File: src/lpcsyn_pkg.sv
// Shared types and constants for the LPC synthesis filter.
package lpcsyn_pkg;

    localparam int MAX_ORDER_DEF = 32;
    localparam int DATA_W        = 32;
    localparam int ORDER_W       = 6;
    localparam int IDX_W         = 5;
    localparam int SAMPLE_W      = 16;
    localparam int FRAC_BITS     = 15;

    localparam logic [ORDER_W-1:0] ORDER_RESET = 6'd16;

    localparam logic signed [DATA_W-1:0] CLIP_POS = 32'sd32766;
    localparam logic signed [DATA_W-1:0] CLIP_NEG = -32'sd32766;

    localparam logic OP_LOAD   = 1'b0;
    localparam logic OP_FILTER = 1'b1;

    typedef struct packed {
        logic                       op;
        logic [IDX_W-1:0]           coef_index;
        logic signed [SAMPLE_W-1:0] coef_value;
        logic signed [SAMPLE_W-1:0] residual_sample;
    } in_item_t;

    typedef struct packed {
        logic signed [SAMPLE_W-1:0] out_sample;
        logic                       clipped;
    } out_item_t;

endpackage

File: src/lpcsyn_hist_ram.sv
// Output history memory: a circular buffer with one write and one registered read port.
module lpcsyn_hist_ram #(
    parameter int DEPTH = lpcsyn_pkg::MAX_ORDER_DEF,
    localparam int AW = (DEPTH > 1) ? $clog2(DEPTH) : 1
) (
    input  logic                                   clk,
    input  logic                                   we,
    input  logic [AW-1:0]                          waddr,
    input  logic signed [lpcsyn_pkg::DATA_W-1:0]   wdata,
    input  logic                                   re,
    input  logic [AW-1:0]                          raddr,
    output logic signed [lpcsyn_pkg::DATA_W-1:0]   rdata
);

    logic signed [lpcsyn_pkg::DATA_W-1:0] mem [DEPTH];

    always_ff @(posedge clk)
    begin
        if (we)
        begin
            mem[waddr] <= wdata;
        end
    end

    always_ff @(posedge clk)
    begin
        if (re)
        begin
            rdata <= mem[raddr];
        end
    end

endmodule

File: config.mk
export PLATFORM = sky130hd
export DESIGN_NAME = lpcsyn_hist_ram
export DESIGN_NICKNAME = d
export VERILOG_FILES = /design/src/lpcsyn_pkg.sv /design/src/lpcsyn_hist_ram.sv
export SDC_FILE = /design/constraint.sdc
export NUM_CORES = 1
export LEC_CHECK = 0
export BUFFER_PORTS_ARGS = -buffer_cell sky130_fd_sc_hd__buf_4
export CORE_UTILIZATION = 51
export CTS_CLUSTER_SIZE = 28
export DETAILED_ROUTE_END_ITERATION = 8
export HOLD_SLACK_MARGIN = 0.05
export PLACE_DENSITY = 0.67
export SKIP_CTS_REPAIR_TIMING = 1
export SYNTH_ARGS = -nofsm -noshare
export SYNTH_HDL_FRONTEND = slang
export SYNTH_SLANG_ARGS = --single-unit
File: constraint.sdc
create_clock -name clk -period 3.35 [get_ports clk]
set_input_delay 0.335 -clock clk [delete_from_list [all_inputs] [get_ports clk]]
set_output_delay 0.335 -clock clk [all_outputs]
set_load 0.05 [all_outputs]
# Word-level counts from Yosys, hierarchy flattened
# Memories as Yosys holds them, arrays and structs flattened. A register that Yosys moved wholly into a read port is not among the register bits.
# Index checks and enable logic that the tools add are counted.
[word_totals]
ram_bits = 1024
input_bits = 45
mem_count = 1
regBits = 0
word_cells = 3
[classes]
mux = 2
[mem_list]
columns = ["name", "words", "word_bits", "rd", "rd_clocked_by_memory_dff", "wr", "line", "rtl"]
rows = [
  ["mem", 32, 32, 1, 1, 1, "lpcsyn_hist_ram.sv:15", "logic signed [lpcsyn_pkg::DATA_W-1:0] mem [DEPTH];"],
]
[op_table]
columns = ["cell", "n"]
rows = [
  ["$mux 1", 2],
]

# Longest topological paths before layout
[depth]
depth_word = 2
ltp_mapped = 8
mapped_depth_nobuf = 5

# Worst setup path after synthesis
# OpenSTA, ideal clock, no wires.
[synth_path]
kind = "input-to-reg"
from = "input waddr[1]"
to = "memory mem[12][0] (netlist name), enable pin"
n_path_buf = 1
path_stages = 3
setup_time_ps = 421
t_arrival_ps = 2348
path_slack_ps = 581
required_ps = 2929
cell_sequence = "or3b_2 -> clkbuf_1 -> nor2_1"
[synth_rtl]
columns = ["item", "line", "rtl"]
rows = [
  ["start: declaration", "lpcsyn_hist_ram.sv:8", "input logic [AW-1:0] waddr,"],
  ["end: declaration", "lpcsyn_hist_ram.sv:15", ""],
]
# No word-level cell before the write port.

==> flow_metrics.tcl <==
set metrics [dict create \
    swShare_pct 21.1 \
    fillers 5843 \
    ys_warn_count 0 \
    p_per_area_nw_per_um2 589 \
    die_w_um 285 \
    p_seq_share_pct 54.1 \
    antenna_found_initial 3 \
    rsz0062_at_grt "no" \
    outcome "completed" \
    ys_ff_latch 1056 \
    crit_required_ns 3.74 \
    num_vias 21100 \
    start_kind "input pin" \
    pwr-share-comb_pct 5.5 \
    finalNonFillerCells 3539 \
    finalCritPeriodShare_pct 54.4 \
    rr_startpoint "mem[1][0]" \
    ant_nets 0 \
    grt_pass1_wl_um 141000 \
    final-hold-violation-count 0 \
    h-tree-depth 3 \
    clock_power_share_pct 40.3 \
    intPower_mw 21.6 \
    dp.cells 3352 \
    syn_area_um2 40800 \
    cp_max_fo 45 \
    ir_drop_v 0.000427 \
    clk_pin_slew_ns 0.06 \
    setup_viol 0 \
    finalNetCount 2450 \
    reg2reg_slack_ns 1.73 \
    yosysUniqueCellTypes 24 \
    num_rows 103 \
    crit_arrival_ns 2.21 \
    crit_start "raddr[0]" \
    first_pass_iters 5 \
    cap_violations 0 \
    remaining_drc_errors 0 \
    p_switching_mw 5.79 \
    cts_tree "yes" \
    design_power_total_mw 27.4 \
    layout_min_cycle_time_ns 1.82 \
    p_leak_nw 16.1 \
    place_congestion 0.818 \
    path_class "in2reg" \
    worst_pin_slew_ns 1.19 \
    r2r-end "rdata[0]" \
    grt_usage_pct 24.0 \
    design.die.area_um2 81100 \
    fmax_mhz 549 \
    clkSinkCount 1056 \
    vias_per_cell 5.95 \
    synth_cells 2260 \
    seq_area_frac_synth_pct 77.7 \
    cts_buffer_depth 3 \
    avgSynthCellArea_um2 18.1 \
    routedWlPerCell_um 27.5 \
    coreArea_um2 79100 \
    min-delay-start "wdata[19]" \
    cp-end-kind "flip-flop" \
    r2r_cells 5 \
    port-buffer-count 76 \
    wl_um 97200 \
    grt_max_degree 62 \
    critPathMaxStageDelay_ns 0.36 \
    ctsRootBufferMaster "clkbuf_16" \
    cpMaxStageDelayCell "buf_8" \
    grt_pass1_vias 21200 \
    hp-class "in2reg" \
    path_cells "buf_8 -> buf_12 -> buf_4 -> mux2i_1 -> a22oi_1 -> a31oi_1 -> nand3_1" \
    cts_buffers 101 \
    clock_latency_ns 0.66 \
    finClkSkew_ns 0.0250 \
    finalSetupTns_ns 0 \
    slew_headroom_pct 20.4 \
    dr.first_iter.drc_count 2165 \
    diodes 0 \
    slew_viol_final 0 \
    start_util_pct 51.6 \
    syn2layout_area_growth_pct 13.9 \
    synth.net_count 2305 \
    hold_path_end "mem[25][19]" \
    ios 77 \
    post-dp-hpwl_um 54200 \
    die_height_um 285 \
    whs_path_depth 1 \
    grt_overflow 0 \
    layout-drive-gt1-share_pct 14.1 \
]
==> registers in the layout, summed over array words and instances (netlist names) <==
| signal | cells |
|---|---|
| mem | 1024 |
| rdata | 32 |
==> worst max path at each step <==
stage / end / slack, ns
after floorplan: mem[12][0] / 0.58
after global placement: mem[20][4] / 0.91
after detailed placement: mem[16][16] / 0.88
after CTS: rdata[8] / 1.54
after global routing: rdata[13] / 1.44
final: rdata[13] / 1.53
==> worst max-delay path: cells and delay by family <==
kind	cells	cell delay [ns]
multiplexers	1	0.22
AND/OR/NAND/NOR	1	0.13
buffers and inverters	3	1.03
AO/OA/AOI/OAI	2	0.38
==> power groups by stage <==
| stage | Clock (mW) | Combinational [mW] | Sequential (mW) |
|---|---|---|---|
| floorplan | 0 | 0.760 | 15.2 |
| global placement | 0 | 1.49 | 15.1 |
| detailed placement | 0 | 1.52 | 15.1 |
| CTS | 11.2 | 1.52 | 14.8 |
| global route | 11.7 | 1.61 | 14.8 |
| finish | 11.0 | 1.52 | 14.8 |
==> cells in the mapped netlist <==
master	instances	area, um^2
nor2b_1	1	6.26
a31oi_1	32	200
buf_2	26	130
or2_2	1	6.26
nand2_1	98	368
or3_1	1	6.26
a22o_1	64	561
nor3_1	32	160
mux2i_1	512	5120
buf_6	15	169
nor2_1	34	128
buf_1	5	18.8
nand3b_1	5	37.5
a21oi_1	96	480
and2b_1	1	7.51
clkbuf_1	46	173
buf_4	33	248
and2_1	1	6.26
a22oi_1	96	721
or3b_2	3	26.3
nand3_1	98	490
clkbuf_4	2	15.0
edfxtp_1	1056	31700
nand2b_1	2	12.5
==> logic make-up (layout without fill, tap and decap cells) <==
| logic type | after synthesis | count (layout) | synth area share [%] |
|---|---|---|---|
| AO/OA/AOI/OAI | 288 | 288 | 4.81 |
| multiplexers | 512 | 512 | 12.6 |
| flip-flops | 1056 | 1056 | 77.7 |
| AND/OR/NAND/NOR | 277 | 277 | 3.08 |
| buffers and inverters | 127 | 356 | 1.85 |
==> final cells by class <==
type / instances / area (um^2) / area share [%]
multi-input cells: 1077 / 8610 / 18.5
repair buffers: 169 / 1610 / 3.47
clock buffers: 130 / 2720 / 5.86
clock inverters: 57 / 500 / 1.08
flip-flops and latches: 1056 / 31700 / 68.2
well taps: 1050 / 1310 / 2.83
==> per-stage QoR <==
stage	utilization [%]	area, um^2	hold slack [ns]	worst slack (ns)
final	58.7	46500	0.0835	1.53
after global routing	58.7	46500	0.0797	1.44
after CTS	58.7	46500	0.0519	1.54
after detailed placement	54.7	43200	0.665	0.882
after global placement	54.7	43200	0.667	0.912
after floorplan	-	40800	0.434	0.581
==> layer usage <==
layer | part of all wire [%] | GRT usage, % | vias up
li1 | - | - | 9312
met1 | 41 | 32.7 | 10800
met2 | 49 | 39.7 | 778
met3 | 6.6 | 3.34 | 156
met4 | 3.0 | 8.49 | 6
met5 | 0.036 | 0 | -
==> placed cells by master, fill, tap and decap left out, types with 2 or more instances in the layout <==
cell type / n
nor3_1: 32
clkinv_2: 19
buf_4: 141
mux2i_1: 512
nand2b_2: 2
a31oi_1: 32
a21oi_1: 96
nand3_1: 98
nor2_4: 33
clkinv_8: 2
or3b_2: 3
bufinv_16: 8
clkinvlp_4: 4
nand3b_1: 5
clkbuf_16: 105
edfxtp_1: 1056
clkbuf_1: 25
clkinv_1: 22
buf_12: 27
a22o_1: 64
nand2_1: 97
a22oi_1: 96
Power figures use the tool's default switching activity.
