## src/lpcsyn_pkg.sv

```systemverilog
// Shared types and constants for the LPC synthesis filter.
package lpcsyn_pkg;

    localparam int MAX_ORDER_DEF = 32;
    localparam int DATA_W        = 32;
    localparam int ORDER_W       = 6;
    localparam int IDX_W         = 5;
    localparam int SAMPLE_W      = 16;
    localparam int FRAC_BITS     = 15;

    localparam logic [ORDER_W-1:0] ORDER_RESET = 6'd16;

    localparam logic signed [DATA_W-1:0] CLIP_POS = 32'sd32766;
    localparam logic signed [DATA_W-1:0] CLIP_NEG = -32'sd32766;

    localparam logic OP_LOAD   = 1'b0;
    localparam logic OP_FILTER = 1'b1;

    typedef struct packed {
        logic                       op;
        logic [IDX_W-1:0]           coef_index;
        logic signed [SAMPLE_W-1:0] coef_value;
        logic signed [SAMPLE_W-1:0] residual_sample;
    } in_item_t;

    typedef struct packed {
        logic signed [SAMPLE_W-1:0] out_sample;
        logic                       clipped;
    } out_item_t;

endpackage

```

## src/lpcsyn_mac.sv

```systemverilog
// Shared multiplier: registered 64-bit product, then division by 32768 truncated toward zero.
module lpcsyn_mac (
    input  logic                                   clk,
    input  logic                                   rst_n,
    input  logic                                   valid,
    input  logic signed [lpcsyn_pkg::DATA_W-1:0]   mul_a,
    input  logic signed [lpcsyn_pkg::DATA_W-1:0]   mul_b,
    output logic signed [lpcsyn_pkg::DATA_W-1:0]   quot,
    output logic                                   quot_valid,
    output logic                                   busy
);

    localparam int PW = 2 * lpcsyn_pkg::DATA_W;
    localparam logic signed [PW-1:0] BIAS = (64'sd1 <<< lpcsyn_pkg::FRAC_BITS) - 64'sd1;

    logic signed [PW-1:0] prod_reg;
    logic                 prod_v_reg;
    logic signed [PW-1:0] biased;
    logic signed [lpcsyn_pkg::DATA_W-1:0] quot_reg;
    logic signed [lpcsyn_pkg::DATA_W-1:0] quot_next;
    logic                 quot_v_reg;

    // Adding 2^15 - 1 to a negative product makes the arithmetic shift round toward zero.
    always_comb
    begin
        biased    = prod_reg + (prod_reg[PW-1] ? BIAS : '0);
        quot_next = biased[lpcsyn_pkg::DATA_W+lpcsyn_pkg::FRAC_BITS-1:lpcsyn_pkg::FRAC_BITS];
    end

    always_ff @(posedge clk or negedge rst_n)
    begin
        if (!rst_n)
        begin
            prod_v_reg <= 1'b0;
            quot_v_reg <= 1'b0;
        end
        else
        begin
            prod_v_reg <= valid;
            quot_v_reg <= prod_v_reg;
        end
    end

    always_ff @(posedge clk)
    begin
        prod_reg <= PW'(mul_a) * PW'(mul_b);
        quot_reg <= quot_next;
    end

    assign quot       = quot_reg;
    assign quot_valid = quot_v_reg;
    assign busy       = prod_v_reg | quot_v_reg;

endmodule

```

## config.mk

```make
export PLATFORM = sky130hd
export DESIGN_NAME = lpcsyn_mac
export DESIGN_NICKNAME = d
export VERILOG_FILES = /design/src/lpcsyn_pkg.sv /design/src/lpcsyn_mac.sv
export SDC_FILE = /design/constraint.sdc
export NUM_CORES = 2
export LEC_CHECK = 0
export ABC_AREA = 1
export BUFFER_PORTS_ARGS = -buffer_cell sky130_fd_sc_hd__buf_2
export CAP_MARGIN = 10
export CORE_ASPECT_RATIO = 1.5
export CORE_MARGIN = 2
export CORE_UTILIZATION = 50
export DETAILED_ROUTE_END_ITERATION = 6
export PLACE_DENSITY_LB_ADDON = 0.1
export SYNTH_ARGS = -nofsm -noshare
export SYNTH_HDL_FRONTEND = slang
export SYNTH_SLANG_ARGS = --single-unit
```

## constraint.sdc

```tcl
create_clock -name clk -period 4.15 [get_ports clk]
set_input_delay 0.83 -clock clk [delete_from_list [all_inputs] [get_ports clk]]
set_output_delay 0.83 -clock clk [all_outputs]
set_load 0.005 [all_outputs]
```

# Word-level counts from Yosys, hierarchy flattened

Cells that the tools add are included.

Input bits: 67
Output and inout port bits: 34
Flip-flop bits (word level): 98
Logic and storage cells: 8

Add/subtract/negate cells: 1
Bitwise logic cells: 1
Mux-type cells: 1
$mul: 1

Operators with widths:

| operator                     | number |
|---|---|
| multiplier 32 x 32 -> 64 bit | 1 |
| adder 47 x 15 -> 47 bit      | 1 |
| 2-to-1 mux 15 bit            | 1 |
| bitwise OR 1 bit             | 1 |

# Logic depth before layout (Yosys ltp)

Depth in word-level cells: 2
Depth in mapped cells: 32
Mapped depth without buffers: 31

# Worst setup path after synthesis

No wires, ideal clock.

Path kind: input port to flip-flop
Start point: input mul_a[31] (netlist name)
End point: register prod_reg[63]
Buffers on the path: 1
Slack: -3.227 ns
Setup time: 0.112 ns
Cell stages on the path: 26
Arrival time: 7.265 ns
Data required time: 4.038 ns
Cells stage by stage: clkbuf_1 -> nand2_1 -> inv_1 -> fa_1 -> fa_1 -> inv_1 -> fa_1 -> inv_1 -> fa_1 -> inv_1 -> fa_1 -> inv_1 -> fa_1 -> inv_1 -> fa_1 -> inv_1 -> fa_1 -> ha_1 -> nand2_1 -> nor2_1 -> and2_1 -> nand3_1 -> nor3_1 -> a21oi_1 -> nand2_1 -> nand2_1

Word-level cells in the longest chain between the ends: 1

Ends and longest elaborated chain:

| item                         | RTL line         | source |
|---|---|---|
| start, declared              | lpcsyn_mac.sv:6  | `input logic signed [lpcsyn_pkg::DATA_W-1:0] mul_a,` |
| multiplier 32 x 32 -> 64 bit | lpcsyn_mac.sv:46 | `prod_reg <= PW'(mul_a) * PW'(mul_b);` |
| end signal, assigned         | lpcsyn_mac.sv:46 |  |
| end, declared                | lpcsyn_mac.sv:16 | `logic signed [PW-1:0] prod_reg;` |

No other way between the ends.

# Final worst setup path

Start point: input mul_b[13] (netlist name)
End point: register prod_reg[45]

Word-level cells in the longest chain between the ends: 1

Ends and longest elaborated chain:

| item                         | RTL line         | source |
|---|---|---|
| start, declared              | lpcsyn_mac.sv:7  | `input logic signed [lpcsyn_pkg::DATA_W-1:0] mul_b,` |
| multiplier 32 x 32 -> 64 bit | lpcsyn_mac.sv:46 |  |

No other way between the ends.

==> results.cfg <==
[floorplan]
die-width_um = 237
core_area_um2 = 81000
initial_core_util_pct = 50.4
chipHeight_um = 354
placementRows = 128
dieArea_um2 = 84100
io_pins = 101

[place]
dp_cells = 6584
pre_cts_slack_ns = -3.27
gp_congestion = 0.983
hpwl_um = 113000
io_buffers = 100

[yosys]
synth_top_area_share_pct = 53.0
yosys.area.top_type = fa_1
yosysMostFrequentCell = inv_1
synth_async_sr_flop_share_pct = 2.44
synthCells = 5128
synth-seq-area-share_pct = 4.04
synth_commonest_cells = inv_1, nand2_1, fa_1
synth_seq_cells = 82
synthFlopType = dfxtp_1
synth_warnings = 0
synth_edf_count = 0
synth_fp_nets = 6475
ys_types = 44
synth_area_per_cell_um2 = 7.97
synthTopCellsByArea = fa_1, inv_1, nand2_1
syn_area_um2 = 40900

[worst_setup_path]
reg2reg_slack_ns = 1.46
cpPeakStageDelay_ns = 0.58
crit_path_top_delay_cell = fa_1
cp_common_cell = fa_2
cp_max_fo = 8
crit_buf_inv = 10
worstPathRequired_ns = 4.40
cp-start-kind = input pin
rr_startpoint = prod_reg[63]
crit_type = input pin to register
arrival_ns = 6.99
cp_top_family = adder cells
r2r_cells = 10
cp-end-kind = register
r2r_end = quot[25]

[routing]
wl_per_cell_um = 20.8
via_per_inst = 5.09
drtPass1Iterations = 6
drcViolationCount = 0
drt_iter0_markers = 1856
wirelength_um = 141000
final_antenna_net_count = 0
route.vias.total = 34500

[run_status]
status = finished with violations
violations = negative setup slack

[timing]
tns_ns = -91.07
worst_pin_slew_ns = 0.683
timing.fmax_mhz = 148
setup_viol = 41
timing.final.ws_setup_ns = -2.59
finClkSkew_ns = 0.00956
min_period_over_period_pct = 162
max_slew_margin_pct = 54.4
rsz0062_at_grt = yes
finalHoldViolCount = 0
final_max_slew_viol_count = 0
period_minus_slack_ns = 6.74

[clock_network]
h-tree-depth = 3
hold_buffers = 0
cts_tree = built
cts_inserted_buffers = 9
clock_latency_ns = 0.35
cts_root_buf = clkbuf_16
cts.sinks = 82
cts_buffer_depth = 2
clk_pin_slew_ns = 0.06

[finish]
ff_latch_area_um2 = 1650
area_growth_pct = 29.5
fill_cells = 6770
fin_cells = 6762
fin_nets = 7063
largest_reg_flops = 48
drive_above_1_share_pct = 25.9
multi_input_comb_area_um2 = 35500

[global_routing]
grt_pass1_vias = 38200
grt_pass1_wl_um = 210000
gr-total-overflow = 0
antenna_found_initial = 1
grt_max_degree = 30
track_usage_pct = 33.3

[worst_hold_path]
min_path_type = input pin to asynchronous set/reset pin

[flow_run]
cap_violations = 0
cell families after synthesis:
family,after synthesis,synth area share [%]
AOI/OAI and AO/OA,160,2.23
xor gates and xnor gates,44,0.943
adders and majority gates,1280,59.1
buffers and inverters,1820,16.7
DFF,82,4.04
and+or+nand+nor,1742,17.0
per-layer routing:
layer	vias to the layer above	GRT usage (%)	routed length (µm)	part of all wire (%)
met5	-	0	0	0
met3	613	3.06	7480	5.3
met2	1212	61.7	72200	51
met1	17300	34.0	44700	32
met4	0	27.2	16600	12
li1	15400	-	-	-
repair_timing:
| action | CTS | global route |
|---|---|---|
| gates resized for setup | 477 | 381 |
| pin swaps | 248 | 316 |
| cloned | 13 | 17 |
| endpoints found under the setup margin | 42 | 42 |
| buffers inserted | 57 | 79 |
final cells by class:
type	instances	share of cell area, %
Antenna cell	1	0.00473
Clock inverter	5	0.194
Tap cell	1040	2.46
Timing Repair Buffer	770	15.1
Inverter	1627	11.6
Clock buffer	11	0.440
Sequential cell	82	3.12
Multi-Input combinational cell	3226	67.1
worst reg2reg max path, stage by stage (launching register included):
cell and delay (ns):
dfxtp_1 0.75, ha_1 0.41, nand2_1 0.15, inv_1 0.07
a21oi_1 0.30, nand2_1 0.24, nand2_1 0.11, nand3_1 0.14
nand3_1 0.10, nand2_1 0.07, xor2_1 0.24
placed cells by master, fill, tap and decap left out, types with 5 or more instances in the layout:
cell type / instances
a21o_1: 8
a21oi_1: 30
a21oi_2: 25
a21oi_4: 31
buf_12: 91
buf_16: 15
buf_2: 47
buf_4: 476
buf_6: 103
buf_8: 19
clkbuf_16: 26
dfxtp_1: 80
fa_1: 971
fa_2: 111
ha_1: 142
ha_4: 53
inv_1: 1501
inv_2: 120
nand2_1: 1225
nand2_2: 96
nand2_4: 67
nand2_8: 5
nand3_1: 55
nand3_2: 22
nand3_4: 5
nand4_1: 28
nor2_1: 102
nor2_2: 30
nor2_4: 67
nor3_1: 7
o21a_1: 6
o21ai_0: 12
o21ai_1: 15
o21ai_2: 10
o21ai_4: 8
o21bai_4: 8
or2_2: 8
xnor2_1: 9
xor2_1: 31
how the worst max path moves through the flow:
stage | cells after the start | end | from | slack, ns
3_5_place_dp | 22 | prod_reg[46] | mul_a[13] | -3.27
4_1_cts | 24 | prod_reg[29] | mul_a[20] | -2.57
6_report | 27 | prod_reg[45] | mul_b[13] | -2.59
3_3_place_gp | 23 | prod_reg[43] | mul_a[31] | -3.21
2_1_floorplan | 27 | prod_reg[63] | mul_b[7] | -2.72
5_1_grt | 29 | prod_reg[63] | mul_a[31] | -2.77
per-stage QoR:
stage	utilization, %	instance area, µm²	hold slack (ns)
finish	65.3	52900	0.254
global route	65.3	52900	0.249
CTS	62.4	50500	0.247
detailed placement	58.9	47700	0.365
global placement	58.9	47700	0.356
floorplan	-	43000	0.346
Power is left out: the tool's default activity adds up to more than one toggle a clock period on the data nets, which glitch-free logic cannot reach.
