**src/lpcsyn_pkg.sv**
```systemverilog
// Shared types and constants for the LPC synthesis filter.
package lpcsyn_pkg;

    localparam int MAX_ORDER_DEF = 32;
    localparam int DATA_W        = 32;
    localparam int ORDER_W       = 6;
    localparam int IDX_W         = 5;
    localparam int SAMPLE_W      = 16;
    localparam int FRAC_BITS     = 15;

    localparam logic [ORDER_W-1:0] ORDER_RESET = 6'd16;

    localparam logic signed [DATA_W-1:0] CLIP_POS = 32'sd32766;
    localparam logic signed [DATA_W-1:0] CLIP_NEG = -32'sd32766;

    localparam logic OP_LOAD   = 1'b0;
    localparam logic OP_FILTER = 1'b1;

    typedef struct packed {
        logic                       op;
        logic [IDX_W-1:0]           coef_index;
        logic signed [SAMPLE_W-1:0] coef_value;
        logic signed [SAMPLE_W-1:0] residual_sample;
    } in_item_t;

    typedef struct packed {
        logic signed [SAMPLE_W-1:0] out_sample;
        logic                       clipped;
    } out_item_t;

endpackage

```
**src/lpcsyn_coef_ram.sv**
```systemverilog
// Predictor coefficient memory: one write port, two registered read ports.
module lpcsyn_coef_ram #(
    parameter int DEPTH = lpcsyn_pkg::MAX_ORDER_DEF,
    localparam int AW = (DEPTH > 1) ? $clog2(DEPTH) : 1
) (
    input  logic                                   clk,
    input  logic                                   we,
    input  logic [AW-1:0]                          waddr,
    input  logic signed [lpcsyn_pkg::DATA_W-1:0]   wdata,
    input  logic                                   re,
    input  logic [AW-1:0]                          raddr_a,
    input  logic [AW-1:0]                          raddr_b,
    output logic signed [lpcsyn_pkg::DATA_W-1:0]   rdata_a,
    output logic signed [lpcsyn_pkg::DATA_W-1:0]   rdata_b
);

    logic signed [lpcsyn_pkg::DATA_W-1:0] mem [DEPTH];

    always_ff @(posedge clk)
    begin
        if (we)
        begin
            mem[waddr] <= wdata;
        end
    end

    always_ff @(posedge clk)
    begin
        if (re)
        begin
            rdata_a <= mem[raddr_a];
            rdata_b <= mem[raddr_b];
        end
    end

endmodule

```
**config.mk**
```make
export PLATFORM = sky130hd
export DESIGN_NAME = lpcsyn_coef_ram
export DESIGN_NICKNAME = d
export VERILOG_FILES = /design/src/lpcsyn_pkg.sv /design/src/lpcsyn_coef_ram.sv
export SDC_FILE = /design/constraint.sdc
export NUM_CORES = 1
export LEC_CHECK = 0
export ABC_AREA = 1
export BUFFER_PORTS_ARGS = -buffer_cell sky130_fd_sc_hd__buf_2
export CAP_MARGIN = 40
export CORE_MARGIN = 2
export CORE_UTILIZATION = 35
export DETAILED_ROUTE_END_ITERATION = 12
export PLACE_DENSITY_LB_ADDON = 0.05
export SLEW_MARGIN = 25
export SYNTH_ARGS = -nofsm -noshare
export SYNTH_HDL_FRONTEND = slang
export SYNTH_SLANG_ARGS = --single-unit
```
**constraint.sdc**
```tcl
create_clock -name clk -period 3.75 [get_ports clk]
set_input_delay 0.9375 -clock clk [delete_from_list [all_inputs] [get_ports clk]]
set_output_delay 0.9375 -clock clk [all_outputs]
set_load 0.01 [all_outputs]
```
# Yosys cells after proc, flatten, opt, wreduce, memory -nomap -nowiden
# Memories as Yosys holds them, arrays and structs flattened. A register that Yosys moved wholly into a read port is not among the register bits.
# Index checks and enable logic that the tools add are counted.
classes:
  add_sub_neg: 0
  mul: 0
  div: 0
  magnitude_cmp: 0
  eq_ne: 0
  n_shift: 0
  mux: 2
  n_bitwise: 0
  n_reduce_logical: 0
ops:
  columns: ["operator", "count"]
  rows:
  - ["two-way mux 1 bit", 2]
totals:
  reg_bits: 0
  latchBits: 0
  ramBits: 1024
  rom_bits: 0
  input_bits: 50
  wordCells: 3
  memories: 1
memory_table:
  columns: ["name", "depth", "width", "read_ports", "rd_clocked_by_memory_dff", "wr", "line_no", "source"]
  rows:
  - ["mem", 32, 32, 2, 2, 1, "lpcsyn_coef_ram.sv:17", "logic signed [lpcsyn_pkg::DATA_W-1:0] mem [DEPTH];"]

# Logic depth before layout (Yosys ltp)
# Gate-level depths: netlist of the first run.
logic_depth:
  depth_word: 2
  depth_mapped: 12

# Worst setup path after synthesis of the first run
# OpenSTA, ideal clock, no wires.
synth_timing:
  path_kind: "input-to-reg"
  start: "input waddr[0]"
  end: "memory mem[0][0] (netlist name), enable pin"
  t_arrival_ps: 2593
  slack_ps: 736
  path_stages: 3
  path_buffers: 0
  path_cell_list: "inv_1 -> nand3_1 -> nor2_1"
synth_lines:
  columns: ["item", "line_no", "source"]
  rows:
  - ["start: declaration", "lpcsyn_coef_ram.sv:8", "input logic [AW-1:0] waddr,"]
  - ["end: declaration", "lpcsyn_coef_ram.sv:17", null]
# No word-level cell before the write port.

# Final worst setup path of the first run
layout_timing:
  start: "register rdata_b[11] (netlist name), read port of mem"
  end: "output rdata_b[11] (netlist name)"
layout_lines:
  columns: ["item", "line_no", "source"]
  rows:
  - ["start: declaration", "lpcsyn_coef_ram.sv:14", "output logic signed [lpcsyn_pkg::DATA_W-1:0] rdata_b"]
# No word-level cell between the ends.

==> flow_summary_export.csv, run 1 <==
group,metric,value,unit
global_route,globalRoute.totalOverflow,0,
worst_setup_path,timing.rr.start,"mem[25][9]",
global_route,grt_pass1_vias,43530,
status,status,"completed",
global_route,grt_usage,0.2734,
run,cap_violations,0,
sta,finalSetupTns,0,ns
worst_setup_path,rr_worst_depth,8,
worst_setup_path,endpoint_kind,"primary output",
floorplan,die_h,398.4,um
worst_setup_path,critPathCapture,"rdata_b[11]",
final_layout,most-common-layout-cells,"2,880 x nand2_1, 1,548 x nand3_1, 1,088 x edfxtp_1",
power,p_leak,0.02415,uW
sta,tightest_slew,0.9919,ns
worst_setup_path,crit_path_max_fanout,1,
worst_setup_path,cp.arrival,1.53,ns
drt,wire_per_inst,26.92,um
worst_setup_path,required,2.81,ns
drt,ant_nets,0,
floorplan,die-area,0.1587,sq mm
worst_setup_path,worstSetupStartpoint,"rdata_b[11]",
power,fin_total_pwr,30150,uW
sta,setup_ws,1.281,ns
placed_design,gp_congestion,0.7828,
clock_tree,path_clk_slew,0.06,ns
drt,drt_wl_total,218700,um
sta,finalSetupViolations,0,
sta,drv_slew,0,
sta,hold_viol_final,0,
clock_tree,hold_buffers,0,
floorplan,die_w,398.4,um
placed_design,hpwl,115300,um
clock_tree,cts_setup_buffers,0,
synthesis,syn-num-nets,6049,
worst_setup_path,cpPeakStageDelay,0.55,ns
global_route,antenna_found_initial,12,
global_route,grt_max_degree,155,
worst_setup_path,rrSetupSlack,2.24,ns
drt,dr.pass1.iters,7,
synthesis,ys_seq_elements,1088,
clock_tree,cts_resized,0,
placed_design,port_buffers,113,
final_layout,final_common_cell,"nand2_1",
final_layout,final_area,0.06143,sq mm
final_layout,drive_gt1_frac,0.08307,
worst_setup_path,start_kind,"flop",
drt,vias,44660,
worst_setup_path,path_buf_inv,1,
final_layout,utilization,0.3983,
worst_hold_path,hold_path_class,"in -> reg",
floorplan,rows,144,
floorplan,start_util,0.3530,
placed_design,dpl_worst_slack,0.6567,ns
clock_tree,clock_latency,0.77,ns
clock_tree,numClockSinks,1088,
placed_design,postPlaceCellArea,0.05692,sq mm
sta,maxSlewHeadroom,0.3388,
clock_tree,cts_htree_levels,4,
synthesis,yosysUniqueCellTypes,13,
sta,max_freq,405.1,MHz
drt,drtIter0Drc,4019,
sta,period_minus_slack,2.469,ns
worst_setup_path,path_delay_family,"flip-flops",
final_layout,finalNetCount,6025,
worst_setup_path,crit_chain,"buf_2",
worst_setup_path,cp.depth,1,
worst_setup_path,r2r_end,"rdata_b[9]",
drt,drc_errors,0,
drt,via_per_inst,5.496,
power,ir_worst_vdd,451.8,uV
synthesis,syn-instance-count,5999,
synthesis,ys.warnings.count,0,
worst_setup_path,critPathKind,"reg -> out",
synthesis,synth_seq_area_share,0.6001,
sta,clock_skew,0.02757,ns
final_layout,area_growth,12.82,%
clock_tree,cts_tree,"done",
clock_tree,clockBufferDepth,3,
synthesis,synthesis.area,0.05445,sq mm
sta,rsz0062_at_grt,"false",
clock_tree,clock-root-buffer,"clkbuf_16",
floorplan,core,0.1542,sq mm
power,p_per_area,490.8,mW/mm^2
synthesis,syn_area_per_cell,9.076,sq um
floorplan,io_pins,114,
global_route,grt_first_pass_wirelength,314300,um
sta,min_period_over_period,0.6583,
worst_hold_path,hold_path_depth,1,
worst_setup_path,cpMaxStageDelayCell,"edfxtp_1",
clock_tree,numCtsBuffers,136,
[metrics by stage]
step	cells	hold slack [ns]
after detailed placement	7881	0.8415
final	8126	0.6830
after global placement	7881	0.8436
after CTS	8123	0.6414
after floorplan	5999	0.7895
after global routing	8123	0.6816
[metal layers]
| layer | share of wire | global-route usage | vias up | wire length, um |
|---|---|---|---|---|
| li1 | - | - | 20340 | - |
| met1 | 0.44 | 0.3769 | 22210 | 96420 |
| met3 | 0.062 | 0.03804 | 393 | 13620 |
| met4 | 0.032 | 0.08949 | 6 | 7015 |
| met5 | 0.00014 | 0 | - | 31 |
| met2 | 0.46 | 0.4432 | 1706 | 101700 |
[cells by family after synthesis]
family                 synth area share
DFF                              0.6001
and+or+nand+nor                  0.3430
buffers and inverters           0.05690
[where the power goes]
group	switching, uW	total (uW)	internal [uW]
logic	2180	2960	778
registers	109	13700	13600
clock network	5340	13500	8120
total	7630	30100	22500
[sequential cells by signal, indices dropped and copies added, names as in the netlist]
register  cells
mem        1024
rdata_a      32
rdata_b      32
[layout make-up]
class | instances | area, sq um
multi-input cells | 4460 | 18920
inverters | 15 | 143.9
fillers | 15350 | 92800
flip-flops and latches | 1088 | 32670
well taps | 2044 | 2557
clock inverters | 69 | 807.0
clock buffers | 173 | 3691
repair buffers | 274 | 2630
diodes | 3 | 7.507
[worst min-delay path by stage]
stage | from | end | slack, ns
6_report | wdata[26] | mem[7][26] | 0.68
3_5_place_dp | mem[2][15] | rdata_a[15] | 0.84
3_3_place_gp | mem[2][10] | rdata_b[10] | 0.84
5_1_grt | wdata[26] | mem[7][26] | 0.68
4_1_cts | wdata[19] | mem[31][19] | 0.64
2_1_floorplan | mem[2][0] | rdata_a[0] | 0.79
[cell usage after synthesis]
library cell,count,share of area
nand2_1,2880,0.20
nand3_1,1548,0.14
edfxtp_1,1088,0.60
buf_2,172,0.016
buf_6,121,0.025
buf_4,65,0.0090
buf_1,39,0.0027
clkbuf_1,37,0.0026
nor2_1,32,0.0022
inv_1,9,0.00062
inv_2,4,0.00028
buf_8,2,0.00055
inv_8,2,0.00041
No activity file was read; power rests on OpenSTA's default activity.
==> run 2, diff against run 1 <==
==> constraint.sdc (replaced) <==
create_clock -name clk -period 2.2 [get_ports clk]
set_input_delay 0.55 -clock clk [delete_from_list [all_inputs] [get_ports clk]]
set_output_delay 0.55 -clock clk [all_outputs]
set_load 0.01 [all_outputs]
==> run 2 against run 1 <==
Net effect: non-clock buffer count grew 195; cell count grew 2.4%; via count rose by 1.9%; routed wire length grew 0.60%; first-iteration DRC count fell by 3.2%; sequential power up 71%; setup slack worse by 1.1 ns; critical endpoint is now rdata_a[3]; largest cell class unchanged.
==> flow_summary_export.csv, run 2 (synthesis gave the netlist of run 1 again) <==
group,metric,value,unit
final_layout,drive_gt1_frac,0.1094,
power,p_leak,0.02545,uW
worst_setup_path,worstSetupStartpoint,"rdata_a[3]",
sta,drv_slew,0,
clock_tree,clock-root-buffer,"clkbuf_16",
worst_setup_path,critPathKind,"reg -> out",
worst_setup_path,cpMaxStageDelayCell,"edfxtp_1",
clock_tree,clock_latency,0.78,ns
drt,drc_errors,0,
final_layout,multi_input_comb_area,0.01892,sq mm
final_layout,largest_reg_flops,1024,
global_route,grt_first_pass_wirelength,314800,um
final_layout,regMostFlops,"mem",
drt,drtIter0Drc,3892,
final_layout,area_growth,17.88,%
clock_tree,clockBufferDepth,3,
worst_setup_path,crit_chain,"buf_2",
drt,ant_nets,0,
worst_setup_path,start_kind,"flop",
global_route,grt_pass1_vias,43670,
floorplan,die_h,398.4,um
worst_setup_path,path_buf_inv,1,
sta,clock_skew,0.02905,ns
worst_hold_path,hold_path_depth,1,
sta,tightest_slew,0.6404,ns
final_layout,finalNetCount,6217,
placed_design,port_buffers,113,
sta,maxSlewHeadroom,0.5731,
placed_design,dp_cells,8076,
drt,wire_per_inst,26.45,um
run,cap_violations,0,
worst_hold_path,hold_path_class,"in -> reg",
clock_tree,cts_tree,"done",
sta,min_period_over_period,0.9258,
floorplan,rows,144,
clock_tree,path_clk_slew,0.06,ns
sta,period_minus_slack,2.037,ns
sta,max_freq,491.0,MHz
worst_setup_path,cp.arrival,1.49,ns
drt,via_per_inst,5.473,
final_layout,stdcell_count,8318,
final_layout,fill_cells,15140,
global_route,grt_max_degree,65,
sta,hold_viol_final,0,
worst_setup_path,path_delay_family,"flip-flops",
final_layout,ff_latch_area,0.03267,sq mm
worst_setup_path,required,1.65,ns
drt,vias,45520,
floorplan,die-area,0.1587,sq mm
worst_setup_path,cp.depth,1,
worst_setup_path,timing.rr.start,"mem[21][11]",
floorplan,die_w,398.4,um
floorplan,start_util,0.3530,
sta,rsz0062_at_grt,"false",
clock_tree,cts_setup_buffers,0,
status,status,"completed",
floorplan,core,0.1542,sq mm
global_route,grt_usage,0.2747,
worst_setup_path,crit_path_max_fanout,1,
global_route,antenna_found_initial,15,
worst_setup_path,cpPeakStageDelay,0.52,ns
clock_tree,cts_resized,0,
drt,drt_wl_total,220000,um
clock_tree,numClockSinks,1088,
clock_tree,numCtsBuffers,133,
floorplan,io_pins,114,
final_layout,final_common_cell,"nand2_1",
worst_hold_path,holdCritStartpoint,"re",
clock_tree,hold_buffers,0,
power,ir_worst_vdd,850.7,uV
final_layout,most-common-layout-cells,"2,880 x nand2_1, 1,548 x nand3_1, 1,088 x edfxtp_1",
worst_setup_path,rr_worst_depth,8,
sta,finalSetupTns,0,ns
drt,dr.pass1.iters,7,
clock_tree,cts_htree_levels,4,
worst_setup_path,endpoint_kind,"primary output",
global_route,globalRoute.totalOverflow,0,
final_layout,reg.largest.list,"mem: 1024 flops, rdata_a: 32 flops, rdata_b: 32 flops",
placed_design,hpwl,132100,um
sta,finalSetupViolations,0,
power,p_per_area,785.5,mW/mm^2
placed_design,gp_congestion,0.8340,
run 2: metrics by stage:
stage	cell area, sq um	utilization	hold WS [ns]	setup slack (ns)	total power [uW]
CTS	64170	0.4161	0.09924	0.09492	50890
global route	64180	0.4161	0.1190	0.1101	52160
floorplan	54450	-	0.6489	-0.4265	26820
finish	64180	0.4162	0.1585	0.1632	50420
global placement	60010	0.3891	0.8278	-0.01748	29400
detailed placement	60010	0.3891	0.8392	-0.01612	29390
run 2: power breakdown:
group	internal (uW)	total [uW]	leakage [uW]	switching (uW)
clock network	12500	21400	0.00203	8940
registers	23200	23400	0.00987	188
logic	1770	5580	0.0136	3810
total	37500	50400	0.0255	12900
run 2: path summary, 6_finish.rpt:
check                              endpoint  slack, ns
worst max-delay path             rdata_a[3]       0.16
worst min-delay path            rdata_b[27]       0.16
worst max register to register  rdata_b[11]       0.73
worst min register to register  rdata_a[13]       0.85
run 2: final cells by class:
class	count	area share
Sequential cell	1088	0.5090
Multi-Input combinational cell	4460	0.2947
Timing Repair Buffer	469	0.08913
Clock buffer	173	0.05618
Tap cell	2044	0.03985
Clock inverter	65	0.008675
Inverter	15	0.002242
Antenna cell	4	0.0001560
run 2: routing by layer:
layer | global-route usage | share of wire | vias up
li1 | - | - | 20750
met1 | 0.3763 | 0.44 | 22570
met2 | 0.4468 | 0.47 | 1819
met3 | 0.03690 | 0.060 | 384
met4 | 0.09542 | 0.033 | 8
met5 | 0 | 0.00019 | -
